**config.mk**
```make
export PLATFORM = sky130hd
export DESIGN_NAME = stfp_front
export DESIGN_NICKNAME = d
export VERILOG_FILES = /design/src/hw/rtl/sprite_tile_pixel_fetch_assert.svh /design/src/hw/rtl/stfp_pkg.sv /design/src/hw/rtl/stfp_front.sv
export SDC_FILE = /design/constraint.sdc
export NUM_CORES = 1
export LEC_CHECK = 0
export BUFFER_PORTS_ARGS = -buffer_cell sky130_fd_sc_hd__buf_2
export CORE_ASPECT_RATIO = 0.5
export CORE_MARGIN = 5
export CORE_UTILIZATION = 46
export DETAILED_ROUTE_END_ITERATION = 10
export MAX_ROUTING_LAYER = met4
export PLACE_DENSITY = 0.92
export SLEW_MARGIN = 20
export SYNTH_ARGS = -nofsm -noshare
export SYNTH_HDL_FRONTEND = slang
export SYNTH_SLANG_ARGS = --single-unit
export TNS_END_PERCENT = 1
```
**constraint.sdc**
```tcl
create_clock -name vclk -period 8.3
set_input_delay 0.415 -clock vclk [all_inputs]
set_output_delay 0.415 -clock vclk [all_outputs]
set_load 0.005 [all_outputs]
```
**src/hw/rtl/sprite_tile_pixel_fetch_assert.svh**
```systemverilog
// Assertion macros used by the sprite tile pixel fetch back end.
`ifndef SPRITE_TILE_PIXEL_FETCH_ASSERT_SVH
`define SPRITE_TILE_PIXEL_FETCH_ASSERT_SVH

// Same-cycle implication, checked on aclk outside of reset.
`define STFP_ASSERT_IMPLIES(label, ante, cons, msg) \
    label: assert property (@(posedge aclk) disable iff (!aresetn) (ante) |-> (cons)) \
        else $error(msg);

// Next-cycle implication, checked on aclk outside of reset.
`define STFP_ASSERT_NEXT(label, ante, cons, msg) \
    label: assert property (@(posedge aclk) disable iff (!aresetn) (ante) |=> cons) \
        else $error(msg);

`endif

```
**src/hw/rtl/stfp_pkg.sv**
```systemverilog
// Shared types, constants and the sprite size table of the sprite tile pixel fetch.
package stfp_pkg;

    localparam int TILE_BYTES_DEFAULT = 32768;
    localparam int PALETTE_ENTRIES    = 256;
    localparam int QUEUE_DEPTH        = 2;

    localparam logic [1:0] OP_TILE_WR = 2'd0;
    localparam logic [1:0] OP_PAL_WR  = 2'd1;
    localparam logic [1:0] OP_FETCH   = 2'd2;

    localparam logic [1:0] KIND_TILE_WR = 2'd0;
    localparam logic [1:0] KIND_PAL_WR  = 2'd1;
    localparam logic [1:0] KIND_DONE    = 2'd2;
    localparam logic [1:0] KIND_FETCH   = 2'd3;

    typedef struct packed {
        logic       is_pixel;
        logic [7:0] red;
        logic [7:0] green;
        logic [7:0] blue;
        logic [6:0] sprite_width;
        logic [6:0] sprite_height;
        logic       bad_shape;
        logic       outside_sprite;
    } stfp_result_t;

    typedef struct packed {
        logic [1:0]   kind;
        logic         color8;
        logic         nib_hi;
        logic [3:0]   bank;
        logic [14:0]  addr;
        logic [15:0]  wdata;
        stfp_result_t res;
    } stfp_entry_t;

    function automatic logic [13:0] size_lookup(input logic [3:0] sel);
        logic [13:0] wh;
        unique case (sel)
            4'd0:    wh = {7'd8,  7'd8};
            4'd1:    wh = {7'd16, 7'd16};
            4'd2:    wh = {7'd32, 7'd32};
            4'd3:    wh = {7'd64, 7'd64};
            4'd4:    wh = {7'd16, 7'd8};
            4'd5:    wh = {7'd32, 7'd8};
            4'd6:    wh = {7'd32, 7'd16};
            4'd7:    wh = {7'd64, 7'd32};
            4'd8:    wh = {7'd8,  7'd16};
            4'd9:    wh = {7'd8,  7'd32};
            4'd10:   wh = {7'd16, 7'd32};
            4'd11:   wh = {7'd32, 7'd64};
            default: wh = {7'd8,  7'd8};
        endcase
        return wh;
    endfunction

endpackage

```
**src/hw/rtl/stfp_front.sv**
```systemverilog
// Front end: classifies each request and forms the tile address and size flags.
module stfp_front (
    input  logic               one_d_mapping,
    input  logic [1:0]         operation,
    input  logic [14:0]        write_address,
    input  logic [15:0]        write_data,
    input  logic [15:0]        attr_word0,
    input  logic [15:0]        attr_word1,
    input  logic [15:0]        attr_word2,
    input  logic [5:0]         pixel_x,
    input  logic [5:0]         pixel_y,
    output stfp_pkg::stfp_entry_t entry
);

    import stfp_pkg::*;

    logic [3:0]  sel;
    logic [13:0] wh;
    logic [6:0]  w;
    logic [6:0]  h;
    logic        bad;
    logic        outside;
    logic        color8;
    logic [9:0]  c;
    logic [5:0]  inc;
    logic [8:0]  row_off;
    logic [10:0] tile_sum;
    logic [16:0] addr8;
    logic [16:0] addr4;

    assign sel     = {attr_word0[15:14], attr_word1[15:14]};
    assign wh      = size_lookup(sel);
    assign bad     = (sel[3:2] == 2'b11);
    assign w       = bad ? 7'd8 : wh[13:7];
    assign h       = bad ? 7'd8 : wh[6:0];
    assign outside = !bad && (({1'b0, pixel_x} >= w) || ({1'b0, pixel_y} >= h));
    assign color8  = attr_word0[13];

    always_comb begin
        if (color8) begin
            inc = one_d_mapping ? {1'b0, w[6:2]} : 6'd32;
            c   = one_d_mapping ? attr_word2[9:0] : {attr_word2[9:1], 1'b0};
        end else begin
            inc = one_d_mapping ? {2'b0, w[6:3]} : 6'd32;
            c   = attr_word2[9:0];
        end
    end

    assign row_off  = 9'(pixel_y[5:3]) * 9'(inc);
    assign tile_sum = 11'(c) + 11'(row_off);
    assign addr8 = {1'b0, tile_sum, 5'b0} + 17'({pixel_y[2:0], 3'b0})
                 + 17'({pixel_x[5:3], 6'b0}) + 17'(pixel_x[2:0]);
    assign addr4 = {1'b0, tile_sum, 5'b0} + 17'({pixel_y[2:0], 2'b0})
                 + 17'({pixel_x[5:3], 5'b0}) + 17'(pixel_x[2:1]);

    always_comb begin
        entry        = '0;
        entry.color8 = color8;
        entry.nib_hi = pixel_x[0];
        entry.bank   = attr_word2[15:12];
        entry.wdata  = write_data;
        unique case (operation)
            OP_TILE_WR: begin
                entry.kind = KIND_TILE_WR;
                entry.addr = write_address;
            end
            OP_PAL_WR: begin
                entry.kind = KIND_PAL_WR;
                entry.addr = write_address;
            end
            OP_FETCH: begin
                entry.res.is_pixel       = 1'b1;
                entry.res.sprite_width   = w;
                entry.res.sprite_height  = h;
                entry.res.bad_shape      = bad;
                entry.res.outside_sprite = outside;
                entry.kind = (bad || outside) ? KIND_DONE : KIND_FETCH;
                entry.addr = color8 ? addr8[14:0] : addr4[14:0];
            end
            default: begin
                entry.kind = KIND_DONE;
            end
        endcase
    end

endmodule

```
==> results.cfg <==
[pwr]
peakVddDrop_uv = 30.6
p_leak_nw = 1.36
total_power_w = 0.000182
power.density_nw_per_um2 = 75.3

[floorplanning]
io_pins = 174
core-area_um2 = 4840
die_area_um2 = 6530
die_h_um = 59.7
row_count = 18
start_util_pct = 46.9
die_width_um = 109

[critical_path]
end_kind = output pin
cp_top_family = adder cells
max_stage_delay_ps = 520
critical_path_required_ps = 7890
path_max_fanout = 5
crit_path_start_kind = input port
cp_cell_sequence = buf_2 > inv_1 > ha_1 > mux2_2 > o21ai_0 > mux2i_1 > and3_1 > fa_1 > inv_1 > fa_1 > inv_1 > ha_1 > xor2_1 > ha_1 > nand3_1 > nor2_1 > a211o_2 > nand3_2 > or4_1 > a32o_1 > buf_2
cp_num_buf_inv = 5
crit_slowest_cell = fa_1
worstSetupPathType = in -> out
critical_path_arrival_ps = 5340

[routing]
wl_um = 5310
drtIter0Drc = 100
vias = 2102
drtAntennaViolNets = 0
drc_errors = 0
vias_per_cell = 4.99
drt-pass1-iter-count = 4
wl_per_cell_um = 12.6

[grt]
grt_overflow = 0
track_usage_pct = 16.0
grt_max_degree = 21
grt_pass1_wl_um = 8400
antenna_found_initial = 0
first_global_vias = 1938

[timing]
clock.fmax_mhz = 174
fin_setup_tns_ps = 0
maxSlewViolCount = 0
rsz0062_at_grt = no
finalHoldViolCount = 0
final-setup-viol-count = 0
fin_crit_ps = 5760
worst_pin_slew_ps = 608
fin_crit_sh_pct = 69.4
slew-limit-headroom_pct = 59.5

[logic_synthesis]
synth_top_area_cell = buf_4
syn_area_um2 = 2270
yosys_warnings = 0
yosys-top-cells-count = 52 x buf_4, 42 x inv_1, 29 x ha_1
syn_avg_cell_area_um2 = 7.37
synthTopCellsByArea = buf_4 17%, ha_1 16%, fa_1 11%
yosys.area_share.simple_pct = 18.3
synth_top_family_by_area = adder cells
synthMuxAreaShare_pct = 5.34
yosys.cell_types.count = 48
synthAdderAreaFrac_pct = 27.4
seq_area_frac_synth_pct = 0
synth_most_common_cell = buf_4
synth-xor-area-share_pct = 5.01
synth_compound_area_share_pct = 17.7
synth_cells = 308
synth_top_area_share_pct = 17.2

[outcome]
outcome = completed

[cells_and_area]
fin_nets = 489
area_growth_pct = 6.45
antenna_cells = 0
fillCellCount = 470
final-seq-area_um2 = 0
nClkBuffers = 0
layout-drive-gt1-share_pct = 23.9
seq_cells = 0

[min_path]
whs_endpoint = entry[42]
hp-start = write_data[1]
holdPathStages = 0
hold_class = in -> out

[placement]
numPortBuffers = 75
place_congestion = 0.916
dpl.hpwl_um = 4700

[clock_network]
hold_buffers = 0
ctsResizeCount = 0
post-cts-setup-buffers = 0

[job]
drv_cap = 0
-- report_power, final --
group / total [W] / leakage [nW] / switching [W] / internal, W
registers: 0 / 0 / 0 / 0
logic: 0.000182 / 1.36 / 0.000101 / 0.0000815
clock network: 0 / 0 / 0 / 0
total: 0.000182 / 1.36 / 0.000101 / 0.0000815
-- layout by cell type, fill, tap and decap left out, types with 6 or more instances in the layout --
| master | n |
|---|---|
| o2bb2ai_1 | 8 |
| conb_1 | 30 |
| ha_1 | 29 |
| o21ai_0 | 8 |
| nor2_1 | 28 |
| buf_2 | 75 |
| mux2i_1 | 11 |
| a21oi_1 | 13 |
| and3_1 | 6 |
| xnor2_1 | 8 |
| inv_1 | 42 |
| a22o_1 | 6 |
| nor2b_1 | 7 |
| fa_1 | 13 |
| nand2_1 | 11 |
-- kinds of logic after synthesis --
logic type	count (synthesis)
other	1
adders and majority gates	42
and+or+nand+nor	79
xor gates and xnor gates	13
buffers and inverters	105
muxes	12
AOI/OAI and AO/OA	56
-- cell type report --
class / instances / area (um2) / share of cell area [%]
Tap cell: 70 / 87.6 / 3.62
Multi-Input combinational cell: 232 / 1790 / 74.0
Timing Repair Buffer: 75 / 375 / 15.5
Inverter: 44 / 165 / 6.83
-- through the flow --
step | hold slack, ps | worst slack (ps) | cell area, um2 | util [%] | instances
after global placement | 830 | 2680 | 2420 | 49.9 | 421
after floorplan | 892 | 3300 | 2380 | - | 337
after global routing | 830 | 2270 | 2420 | 49.9 | 421
final | 830 | 2540 | 2420 | 49.9 | 421
after CTS | 830 | 2560 | 2420 | 49.9 | 421
after detailed placement | 830 | 2580 | 2420 | 49.9 | 421
-- per-layer routing --
metal | global-route usage [%] | wire length (um)
met1 | 21.3 | 2230
met2 | 27.9 | 2540
met3 | 0.863 | 486
met4 | 2.13 | 54
met5 | - | 0
-- worst max-delay path by stage --
stage               depth (start not counted)           start        end
finish                                     21  attr_word1[14]  entry[71]
detailed placement                         19  attr_word1[14]  entry[71]
global route                               19  attr_word1[14]  entry[71]
CTS                                        19  attr_word1[14]  entry[71]
global placement                           19  attr_word1[14]  entry[71]
floorplan                                  19  attr_word1[14]  entry[71]
No activity file was read; power rests on OpenSTA's default activity.
