File: config.mk
export PLATFORM = sky130hd
export DESIGN_NAME = stfp_queue
export DESIGN_NICKNAME = d
export VERILOG_FILES = /design/src/hw/rtl/sprite_tile_pixel_fetch_assert.svh /design/src/hw/rtl/stfp_pkg.sv /design/src/hw/rtl/stfp_queue.sv
export SDC_FILE = /design/constraint.sdc
export NUM_CORES = 1
export LEC_CHECK = 0
export ABC_AREA = 1
export ABC_CLOCK_PERIOD_IN_PS = 11320
export CAP_MARGIN = 15
export CORE_ASPECT_RATIO = 1.25
export CORE_MARGIN = 2
export CORE_UTILIZATION = 67
export DETAILED_ROUTE_END_ITERATION = 12
export DONT_BUFFER_PORTS = 1
export GPL_TIMING_DRIVEN = 0
export PLACE_DENSITY = 0.83
export SLEW_MARGIN = 5
export SYNTH_ARGS = -nofsm -noshare
export SYNTH_HDL_FRONTEND = slang
export SYNTH_SLANG_ARGS = --single-unit
export TNS_END_PERCENT = 5
File: constraint.sdc
create_clock -name aclk -period 11.32 [get_ports aclk]
set_clock_uncertainty 0.05 [all_clocks]
set_input_delay 0.566 -clock aclk [delete_from_list [all_inputs] [get_ports aclk]]
set_output_delay 0.566 -clock aclk [all_outputs]
set_load 0.05 [all_outputs]
File: src/hw/rtl/sprite_tile_pixel_fetch_assert.svh
// Assertion macros used by the sprite tile pixel fetch back end.
`ifndef SPRITE_TILE_PIXEL_FETCH_ASSERT_SVH
`define SPRITE_TILE_PIXEL_FETCH_ASSERT_SVH

// Same-cycle implication, checked on aclk outside of reset.
`define STFP_ASSERT_IMPLIES(label, ante, cons, msg) \
    label: assert property (@(posedge aclk) disable iff (!aresetn) (ante) |-> (cons)) \
        else $error(msg);

// Next-cycle implication, checked on aclk outside of reset.
`define STFP_ASSERT_NEXT(label, ante, cons, msg) \
    label: assert property (@(posedge aclk) disable iff (!aresetn) (ante) |=> cons) \
        else $error(msg);

`endif

File: src/hw/rtl/stfp_pkg.sv
// Shared types, constants and the sprite size table of the sprite tile pixel fetch.
package stfp_pkg;

    localparam int TILE_BYTES_DEFAULT = 32768;
    localparam int PALETTE_ENTRIES    = 256;
    localparam int QUEUE_DEPTH        = 2;

    localparam logic [1:0] OP_TILE_WR = 2'd0;
    localparam logic [1:0] OP_PAL_WR  = 2'd1;
    localparam logic [1:0] OP_FETCH   = 2'd2;

    localparam logic [1:0] KIND_TILE_WR = 2'd0;
    localparam logic [1:0] KIND_PAL_WR  = 2'd1;
    localparam logic [1:0] KIND_DONE    = 2'd2;
    localparam logic [1:0] KIND_FETCH   = 2'd3;

    typedef struct packed {
        logic       is_pixel;
        logic [7:0] red;
        logic [7:0] green;
        logic [7:0] blue;
        logic [6:0] sprite_width;
        logic [6:0] sprite_height;
        logic       bad_shape;
        logic       outside_sprite;
    } stfp_result_t;

    typedef struct packed {
        logic [1:0]   kind;
        logic         color8;
        logic         nib_hi;
        logic [3:0]   bank;
        logic [14:0]  addr;
        logic [15:0]  wdata;
        stfp_result_t res;
    } stfp_entry_t;

    function automatic logic [13:0] size_lookup(input logic [3:0] sel);
        logic [13:0] wh;
        unique case (sel)
            4'd0:    wh = {7'd8,  7'd8};
            4'd1:    wh = {7'd16, 7'd16};
            4'd2:    wh = {7'd32, 7'd32};
            4'd3:    wh = {7'd64, 7'd64};
            4'd4:    wh = {7'd16, 7'd8};
            4'd5:    wh = {7'd32, 7'd8};
            4'd6:    wh = {7'd32, 7'd16};
            4'd7:    wh = {7'd64, 7'd32};
            4'd8:    wh = {7'd8,  7'd16};
            4'd9:    wh = {7'd8,  7'd32};
            4'd10:   wh = {7'd16, 7'd32};
            4'd11:   wh = {7'd32, 7'd64};
            default: wh = {7'd8,  7'd8};
        endcase
        return wh;
    endfunction

endpackage

File: src/hw/rtl/stfp_queue.sv
// Short request queue between the front end and the back end.
module stfp_queue (
    input  logic                  aclk,
    input  logic                  aresetn,
    input  logic                  push,
    input  stfp_pkg::stfp_entry_t push_entry,
    output logic                  full,
    input  logic                  pop,
    output logic                  valid,
    output stfp_pkg::stfp_entry_t head
);

    import stfp_pkg::*;

    localparam int PtrW = $clog2(QUEUE_DEPTH);
    localparam int CntW = $clog2(QUEUE_DEPTH + 1);

    stfp_entry_t       slots [QUEUE_DEPTH];
    logic [PtrW-1:0]   wr_ptr_reg;
    logic [PtrW-1:0]   wr_ptr_next;
    logic [PtrW-1:0]   rd_ptr_reg;
    logic [PtrW-1:0]   rd_ptr_next;
    logic [CntW-1:0]   count_reg;
    logic [CntW-1:0]   count_next;

    assign full  = (count_reg == CntW'(QUEUE_DEPTH));
    assign valid = (count_reg != '0);
    assign head  = slots[rd_ptr_reg];

    always_comb begin
        wr_ptr_next = wr_ptr_reg;
        rd_ptr_next = rd_ptr_reg;
        count_next  = count_reg;
        if (push) begin
            wr_ptr_next = (wr_ptr_reg == PtrW'(QUEUE_DEPTH - 1)) ? '0 : wr_ptr_reg + 1'b1;
        end
        if (pop) begin
            rd_ptr_next = (rd_ptr_reg == PtrW'(QUEUE_DEPTH - 1)) ? '0 : rd_ptr_reg + 1'b1;
        end
        if (push && !pop) begin
            count_next = count_reg + 1'b1;
        end else if (pop && !push) begin
            count_next = count_reg - 1'b1;
        end
    end

    always_ff @(posedge aclk) begin
        if (!aresetn) begin
            wr_ptr_reg <= '0;
            rd_ptr_reg <= '0;
            count_reg  <= '0;
        end else begin
            wr_ptr_reg <= wr_ptr_next;
            rd_ptr_reg <= rd_ptr_next;
            count_reg  <= count_next;
        end
    end

    always_ff @(posedge aclk) begin
        if (push) begin
            slots[wr_ptr_reg] <= push_entry;
        end
    end

endmodule

==> out/results.txt <==
For this design, the sink count on the clock tree is 165. Global routing used 19.0% of the available tracks across all layers. Once the clock tree was built, the setup fixing pass inserted 0 buffers. The worst setup path is launched from a register.

The run gives 10.3% as the met3 capacity usage during global routing. In this run the worst hold path is classified as in -> reg. The fraction of power spent switching nets came out at 25.8%.

The flip-flop count of the largest register, all copies and words added is 160, and the total I/O pin count is 166. The number of library cell types mapped by synthesis is 13, and the slew at the pin with the worst max-slew slack is 0.918 ns. At the end of routability-driven placement, the weighted congestion stood at 0.722. Across the VDD grid, the largest voltage drop is 0.136 mV. For met1 alone, demand over resource in global routing was 19.2%.

The worst pin sits at a relative slew slack of 38.6%. Data on the critical path arrives at its endpoint at 1.52 ns. Number of inserted filler cells in the final layout: 444. After detailed routing, the average wire length per cell comes to 21.5 um.

The sequential cells in the finished layout cover a total of 0.00490 mm^2. TritonCTS built the clock tree. The run gives 0.41 ns as the clock latency reported for the late side of the worst-skew pair.

The cell at the root of the clock tree is clkbuf_16. For the via count of the first global-routing pass, the log shows 2,705. Wires add up to 9.52 mm. The tools report the final-report hold violation count as 0. Final max-slew violation count: 0. On the worst path, the slowest cell contributes a delay of 0.40 ns. Buffers inserted to repair hold after CTS numbered 0.

The portion of the post-synthesis area used by sequential elements was 76.6%; the reported leakage power was 0.00262 uW. With fillers left out, the area of the finished cells amounts to 0.00722 mm^2. Counting the buffers created by CTS gives 17. The net switching power of the design is 372 uW. Number of remaining DRC errors: 0. Entering global routing, the biggest net connects 46 pins. The tools report the post-detailed-route count of antenna-violating nets as 0. The die span in y works out to 113 um.

Summing all multi-input logic gate instances after layout gives 0.00131 mm^2. Leaving out fill and tap cells, the most frequent cells in the layout are edfxtp_1, mux2_4, clkbuf_16. The number of DRC markers in iteration 0 is 120, and the clock transition at the register clock pins on the worst setup and hold paths after CTS is 0.06 ns. The per-instance average area after synthesis came out at 22.6 um^2. First-pass GRT wire length: 14.3 mm. The number of nets handed over by synthesis was 369. The core region is 0.00922 mm^2. Counting tap cells, the placed design contains a total of 411 instances.

The residual overflow from global routing is 0. The required time at the worst-slack endpoint came out at 10.70 ns. The final critical-path share of the clock period was 18.9%; the floorplan row count was 39. For the peak clock frequency supported by timing, the log shows 0.468 GHz. The number of max-cap violations was 0; the number of vias after detailed routing was 2,514. By startpoint and endpoint, the worst setup path is classified as reg -> out. Setup total negative slack on the finished layout was measured at 0 ns. The via density per instance came out at 5.67.

Dividing total power by cell area gives a power density of 200 mW/mm^2. For the post-synth design cell area, the log shows 0.00640 mm^2. After synthesis the netlist holds a flip-flop and latch count of 165. The global-route layer with the greatest usage is met2. Total placed instance area: 0.00666 mm^2. Excluding fillers, the count of instances in the completed layout stands at 443. The final layout net count came out at 392. Global routing used 32.7% of the available met2 tracks. Leaving out fill and tap cells, the most frequent cell in the layout is edfxtp_1. The critical path goes through buf_6 > buf_12 > mux2_4.

The internal power of the cells totals 1070 uW. The cell with the biggest individual delay on the critical path is mux2_4. The logs give 0 for the final count of negative-setup-slack endpoints and 13.9% for the combinational power share. Counting along the longest clock path gives a buffer depth of 2. The run finished with clean final reports. The total inserted antenna cells was 0; the horizontal extent of the die was 91.5 um. The top fanout value on the critical path was 10; the estimated wirelength of the detail-placed design was 6.40 mm.

The number of instances in the synthesized netlist is 284. The routed design could run at a clock period as short as 2.14 ns. The initial utilization of the core area, before any placement, comes to 69.4%. The run gives 36.6% as the power share of the clock group.

Setup repair after global routing left no endpoint under its margin. The signed area change from the synthesized netlist to the final layout was 12.7%. The die covers 0.0104 mm^2. The worst setup path is captured at a primary output.

Share of post-route cells with drive strength above 1: 39.1%. Number of buffer cells added on primary ports: 0. The logs give 1440 uW for the total power and 0 for the initial antenna violation count.

The count of warnings emitted by yosys was 0; the detailed-router iteration count before antenna repair was 5. The logs give 4 for the level count of the clock H-tree and 49.6% for the proportion of power drawn by flip-flops and latches. Post-CTS repair changed the size of 0 cells.
[logic make-up after synthesis]
kind of cell | after synthesis | synth area share [%]
muxes | 80 | 18.8
and+or+nand+nor | 19 | 1.17
AOI/OAI and AO/OA | 2 | 0.156
DFF | 165 | 76.6
buffers and inverters | 17 | 3.15
adders and majority gates | 1 | 0.195
[layer usage]
| layer | wire, um | vias up |
|---|---|---|
| met1 | 3120 | 1235 |
| met2 | 5210 | 119 |
| met4 | 152 | 0 |
| met5 | 0 | - |
| met3 | 1040 | 15 |
| li1 | - | 1145 |
[per-stage QoR]
stage	worst slack [ns]	util (%)	hold WS [ns]
finish	9.18	78.3	0.199
global route	9.12	78.3	0.174
CTS	9.16	78.3	0.182
detailed placement	9.26	72.3	0.432
global placement	5.27	71.1	0.427
floorplan	6.79	-	0.413
[cell usage after synthesis]
library cell,n,area (um^2)
dfxtp_1,5,100
edfxtp_1,160,4800
nand2_1,9,33.8
inv_1,8,30.0
o21ai_0,1,5.00
nor2_1,8,30.0
ha_1,1,12.5
buf_6,1,11.3
a21oi_1,1,5.00
nand3_1,1,5.00
buf_12,8,160
nand4_1,1,6.26
mux2_4,80,1200
[path summary, 6_finish.rpt]
check                          startpoint                     end  slack (ns)  depth (start not counted)
setup reg to reg  wr_ptr_reg$_SDFFE_PN0P_  slots[0][73]$_DFFE_PP_        9.54                          4
setup / recovery                 register                head[46]        9.18                          3
hold reg to reg   rd_ptr_reg$_SDFFE_PN0P_                register        0.46                          2
hold / removal             push_entry[37]  slots[0][37]$_DFFE_PP_        0.20                          0
[critical path, delay by kind of cell (launching register included)]
kind,cells,cell delay (ns)
multiplexers,1,0.40
buffers and inverters,2,0.39
flip-flops,1,0.32
[area by class of cell]
cell class	instances	area share [%]
sequential	165	67.9
timing repair buffer	4	1.32
clock buffer	18	5.94
clock inverter	14	1.77
tap	123	2.13
multi-input combinational	102	18.1
buffer	9	2.37
inverter	8	0.451
[power by group through the flow]
stage	logic, uW	clock network, uW	registers (uW)
after detailed placement	202	0	728
after global placement	194	0	730
after global routing	207	559	718
final	200	528	715
after CTS	202	536	715
after floorplan	181	0	728
No activity file was read; power rests on OpenSTA's default activity.
